$ cat config.mk
export PLATFORM = sky130hd
export DESIGN_NAME = knn_rank
export DESIGN_NICKNAME = d
export VERILOG_FILES = /design/src/rtl/knn_pkg.sv /design/src/rtl/knn_rank.sv
export SDC_FILE = /design/constraint.sdc
export NUM_CORES = 2
export LEC_CHECK = 0
export BUFFER_PORTS_ARGS = -buffer_cell sky130_fd_sc_hd__buf_2
export CAP_MARGIN = 10
export CORE_ASPECT_RATIO = 1.25
export CORE_MARGIN = 4
export CORE_UTILIZATION = 35
export DETAILED_ROUTE_END_ITERATION = 10
export PLACE_DENSITY = 0.5
export SYNTH_ARGS = -nofsm -noshare
export SYNTH_HDL_FRONTEND = slang
export SYNTH_SLANG_ARGS = --single-unit
$ cat constraint.sdc
create_clock -name clk -period 15.9 [get_ports clk]
set_clock_uncertainty 0.15 [all_clocks]
set_input_delay 3.18 -clock clk [delete_from_list [all_inputs] [get_ports clk]]
set_output_delay 3.18 -clock clk [all_outputs]
set_load 0.03 [all_outputs]
$ cat src/rtl/knn_pkg.sv
// Shared types and constants for the k-nearest-neighbor classifier.
package knn_pkg;

    localparam int NUM_TRAIN_DEF    = 1024;
    localparam int MAX_FEATURES_DEF = 1024;
    localparam int MAX_K_DEF        = 16;
    localparam int NUM_CLASSES_DEF  = 16;

    localparam int DIST_W   = 27;
    localparam int FEAT_W   = 8;
    localparam int LABEL_W  = 4;
    localparam int KREG_W   = 5;
    localparam int FCNT_W   = 11;
    localparam int CFG_W    = 11;
    localparam int VOTES_W  = 5;

    localparam logic [DIST_W-1:0] DIST_MAX = '1;
    localparam logic [KREG_W-1:0] K_RESET  = KREG_W'(3);
    localparam logic [FCNT_W-1:0] FCNT_RESET = FCNT_W'(784);

    typedef enum logic [1:0] {
        ACT_CLEAR = 2'd0,
        ACT_TRAIN = 2'd1,
        ACT_QUERY = 2'd2,
        ACT_NONE  = 2'd3
    } action_t;

    typedef enum logic {
        REG_K_NEIGHBORS   = 1'b0,
        REG_FEATURE_COUNT = 1'b1
    } reg_index_t;

    typedef enum logic [2:0] {
        S_IDLE,
        S_SCAN,
        S_DRAIN,
        S_INSERT,
        S_VOTE,
        S_DONE
    } state_t;

    // One distance finished by the scanner, handed to the ranking unit.
    typedef struct packed {
        logic                valid;
        logic [DIST_W-1:0]   sqdist;
        logic [LABEL_W-1:0]  label;
    } cand_t;

endpackage

$ cat src/rtl/knn_rank.sv
// Sorted k-best list: one candidate insertion, then a serial vote count.
module knn_rank #(
    parameter int MAX_K       = knn_pkg::MAX_K_DEF,
    parameter int NUM_CLASSES = knn_pkg::NUM_CLASSES_DEF
) (
    input  logic                          clk,
    input  logic                          rst_n,
    input  logic                          clear,
    input  knn_pkg::cand_t                cand,
    input  logic [$clog2(MAX_K+1)-1:0]    k_eff,
    input  logic                          vote_start,
    output logic                          vote_done,
    output logic [knn_pkg::LABEL_W-1:0]   best_label,
    output logic [knn_pkg::VOTES_W-1:0]   best_votes
);
    import knn_pkg::*;

    localparam int KW = $clog2(MAX_K + 1);
    localparam int CW = (NUM_CLASSES > 1) ? $clog2(NUM_CLASSES) : 1;
    localparam int VW = $clog2(MAX_K + 1);
    localparam int IW = (MAX_K > 1) ? $clog2(MAX_K) : 1;

    logic [DIST_W-1:0]  dist_reg  [MAX_K];
    logic [LABEL_W-1:0] lab_reg   [MAX_K];
    logic [KW-1:0]      have_reg, have_next;

    // Parallel insertion: every slot compares against its own entry.
    logic [MAX_K-1:0] gt;
    always_comb
    begin
        for (int i = 0; i < MAX_K; i++)
        begin
            gt[i] = (KW'(i) < have_reg) ? (dist_reg[i] > cand.sqdist) : 1'b1;
        end
    end

    logic accept;
    assign accept = cand.valid && ((have_reg < k_eff) || gt[IW'(k_eff - KW'(1))]);
    assign have_next = (have_reg < k_eff) ? have_reg + KW'(1) : have_reg;

    always_ff @(posedge clk)
    begin
        if (accept)
        begin
            for (int i = 0; i < MAX_K; i++)
            begin
                if (gt[i])
                begin
                    if (i == 0 || !gt[(i > 0) ? i - 1 : 0])
                    begin
                        dist_reg[i] <= cand.sqdist;
                        lab_reg[i]  <= cand.label;
                    end
                    else
                    begin
                        dist_reg[i] <= dist_reg[(i > 0) ? i - 1 : 0];
                        lab_reg[i]  <= lab_reg[(i > 0) ? i - 1 : 0];
                    end
                end
            end
        end
    end

    // Vote: walk classes; for each class count matches over the list (parallel compare).
    logic             voting_reg;
    logic [CW:0]      cls_reg;
    logic [VW-1:0]    cnt;
    logic [CW-1:0]    bl_reg;
    logic [VW-1:0]    bv_reg;
    logic             done_reg;

    always_comb
    begin
        cnt = '0;
        for (int i = 0; i < MAX_K; i++)
        begin
            if ((KW'(i) < have_reg) && (CW'(lab_reg[i]) == cls_reg[CW-1:0]))
            begin
                cnt = cnt + VW'(1);
            end
        end
    end

    always_ff @(posedge clk or negedge rst_n)
    begin
        if (!rst_n)
        begin
            have_reg   <= '0;
            voting_reg <= 1'b0;
            cls_reg    <= '0;
            bl_reg     <= '0;
            bv_reg     <= '0;
            done_reg   <= 1'b0;
        end
        else
        begin
            done_reg <= 1'b0;
            if (clear)
            begin
                have_reg <= '0;
            end
            else if (accept)
            begin
                have_reg <= have_next;
            end
            if (vote_start)
            begin
                voting_reg <= 1'b1;
                cls_reg    <= '0;
                bl_reg     <= '0;
                bv_reg     <= '0;
            end
            else if (voting_reg)
            begin
                if (cnt > bv_reg)
                begin
                    bv_reg <= cnt;
                    bl_reg <= cls_reg[CW-1:0];
                end
                if (cls_reg == (CW+1)'(NUM_CLASSES - 1))
                begin
                    voting_reg <= 1'b0;
                    done_reg   <= 1'b1;
                end
                cls_reg <= cls_reg + (CW+1)'(1);
            end
        end
    end

    assign vote_done  = done_reg;
    assign best_label = LABEL_W'(bl_reg);
    assign best_votes = VOTES_W'(bv_reg);

endmodule

==> summary.txt <==
Period utilization -> 75.2%
Vias per inst -> 5.38
Synth top area cells -> edfxtp_1, ha_1, mux2_2, a21o_1, o21a_1
Mapped cell area -> 34,500 µm²
Largest family of logic cells by synthesized area -> adder cells
Hold_sp -> best_label[2]
I/O Buffers -> 50
Syn avg cell area -> 12.5 µm²
Final max-slew violation count -> 0
Final wirelength -> 92.4 mm
Pwr dens -> 122 nW/µm²
Layout Cells excl Fill -> 4,177
Synth Flop Type -> edfxtp_1
Via count of the first global-routing pass -> 24,100
Class of the worst hold path -> flop to flop
Setup CP Type -> flop to flop
Final setup fails -> 0
Hold_buf cts -> 0
TritonCTS clock tree -> built
Sequential area share after synthesis -> 44.7%
Nets -> 3,322
Post-synth EDFFs -> 496
Synth top area share -> 43.2%
Area leader, netlist -> edfxtp_1
GRT Util Overall -> 17.6%
Crit. End Element -> flop
Max-cap viol count -> 0
Final core utilization -> 39.8%
Most common cell after layout, fill and taps aside -> edfxtp_1
Combinational power share -> 25.6%
Int Pwr -> 0.00335 W
Routed Antenna Nets -> 0
Critical Path AT -> 12,360 ps
Die W -> 289 µm
Clock Latency Late Sink -> 660 ps
Sw frac -> 29.5%
Post-synthesis mux area share -> 15.7%
Ys async rst share -> 4.06%
Commonest cells after routing, fill and taps aside -> edfxtp_1, mux2_2, ha_1, nor2_1, a21o_1
Required time of the critical path -> 16,300 ps
Post-synthesis register bit count -> 517
Most numerous cell on the critical path -> ha_1
Starting DRT DRC Count -> 1,213
Crit path from -> have_reg[3]
Final setup TNS -> 0 ps
Critical-path top delay cell -> nor2_1
Top fanout value on the critical path -> 14
Flop2flop setup slack -> 3940 ps
Area delta synth->final -> 12.6%
Via count -> 22,500
Maximum clock insertion buffer count -> 3
Post-CTS sizing -> 0
Compound-cell area share of the yosys netlist -> 9.58%
Clock slew at reported path FFs -> 60 ps
Yosys cell types -> 77
Worst path max stage delay -> 790 ps
Status -> finished clean
Instance count of the mapped netlist -> 2,751
Post-CTS setup buffer count -> 0
I/O pins -> 51
Initial Utilization -> 35.3%
Row cnt -> 128
Peak VDD IR -> 83.9 µV
Synth Area in Simple Gates -> 7.50%
Syn nets -> 3,254
Final Hold Viols -> 0
Chip Height -> 359 µm
First-pass DRT Iterations -> 5
XOR/XNOR Fraction of Synth Area -> 3.83%
Grt ovf -> 0
Flop pwr share -> 42.9%
Reg2reg start -> have_reg[3]
# clock sinks -> 517
Cell leakage power -> 15.5 nW
Share of cells above drive strength 1 -> 26.1%
Unrepaired setup endpoints after global routing -> false
Pin count of the biggest net entering global routing -> 33
Actual slew at the worst max-slew pin -> 1110 ps
DRC Markers -> 0
DP Cell Count -> 4,058
Clock Power Share -> 31.5%
Startpoint types -> flop
CTS Root Cell -> clkbuf_16
H-Tree Depth -> 2
Placer Congestion -> 0.832
Syn. warnings -> 0
Core area -> 97,700 µm²
Max FFs per register -> 432
Clock buffer count from CTS -> 59
First-pass GRT wire length -> 144 mm
Dpl hpwl -> 71.5 mm
Adder-Cell Fraction of Synth Area -> 16.8%
Min cycle time layout -> 11,960 ps
Slew HR -> 25.8%
Die area -> 104,000 µm²
Avg WL per Cell -> 22.1 µm
Max Fclk -> 83.6 MHz
Initial antenna violation count -> 12
Net Switching -> 0.00140 W
[kinds of logic after synthesis]
kind of cell	count (synthesis)
DFF	517
AOI/OAI and AO/OA	497
and+or+nand+nor	488
muxes	481
adders and majority gates	462
buffers and inverters	174
xor gates and xnor gates	132
[power groups by stage]
| stage | Combinational, W | Sequential [W] | Clock (W) |
|---|---|---|---|
| 2_1_floorplan | 0.000896 | 0.00199 | 0 |
| 6_report | 0.00121 | 0.00204 | 0.00150 |
| 5_1_grt | 0.00137 | 0.00207 | 0.00158 |
| 3_3_place_gp | 0.00118 | 0.00207 | 0 |
| 3_5_place_dp | 0.00121 | 0.00207 | 0 |
| 4_1_cts | 0.00122 | 0.00204 | 0.00153 |
[per-layer routing]
| layer | vias up | track usage (%) | wire, µm |
|---|---|---|---|
| met5 | - | 0 | 27 |
| met4 | 4 | 3.86 | 1780 |
| met3 | 131 | 2.42 | 3260 |
| met2 | 323 | 31.5 | 46500 |
| met1 | 11200 | 22.5 | 40800 |
| li1 | 10800 | - | - |
[through the flow]
step	hold slack (ps)	area (µm²)	power [W]	setup slack, ps
after floorplan	392	34500	0.00289	5960
after global placement	378	36700	0.00325	4460
after detailed placement	370	36700	0.00328	3940
after CTS	389	38800	0.00480	3910
after global routing	419	38800	0.00502	2930
final	382	38800	0.00475	3940
[path summary, 6_finish.rpt]
check	endpoint	cells after the start
max	best_votes[4]	51
min reg2reg	best_label[2]	2
min in group asynchronous	best_votes[4]	1
max in group asynchronous	have_reg[1]	1
min	best_label[2]	2
max reg2reg	best_votes[4]	51
[area by class of cell]
type | instances | area [µm²]
timing repair buffer | 111 | 708
multi-input combinational | 2060 | 18700
clock inverter | 45 | 587
antenna | 9 | 22.5
clock buffer | 65 | 1500
sequential | 517 | 15400
tap | 1300 | 1630
fill | 9315 | 58800
inverter | 70 | 263
[synthesized netlist by cell type, types with 14 or more instances]
cell type	instances
mux2_2	469
ha_1	462
nor2b_1	34
or2_2	16
nor3_1	37
xnor2_1	62
o21ai_1	15
or3_1	14
nand4_1	109
inv_1	69
o21ai_0	68
xor2_1	58
nor2_1	116
nand2_1	60
a21o_1	115
nand2b_1	16
a21oi_1	112
edfxtp_1	496
clkbuf_1	89
nand3_1	36
dfrtp_1	21
o21a_1	104
[critical path: cells and delay by family, from the launching register on]
family                     cells  cell delay (ps)
and+or+nand+nor               17             4420
AOI/OAI and AO/OA             11             1670
buffers and inverters          3              280
xor gates and xnor gates       7             1460
DFF                            1              550
adders and majority gates      9             2490
muxes                          4              860
(Power assumes the default switching activity.)
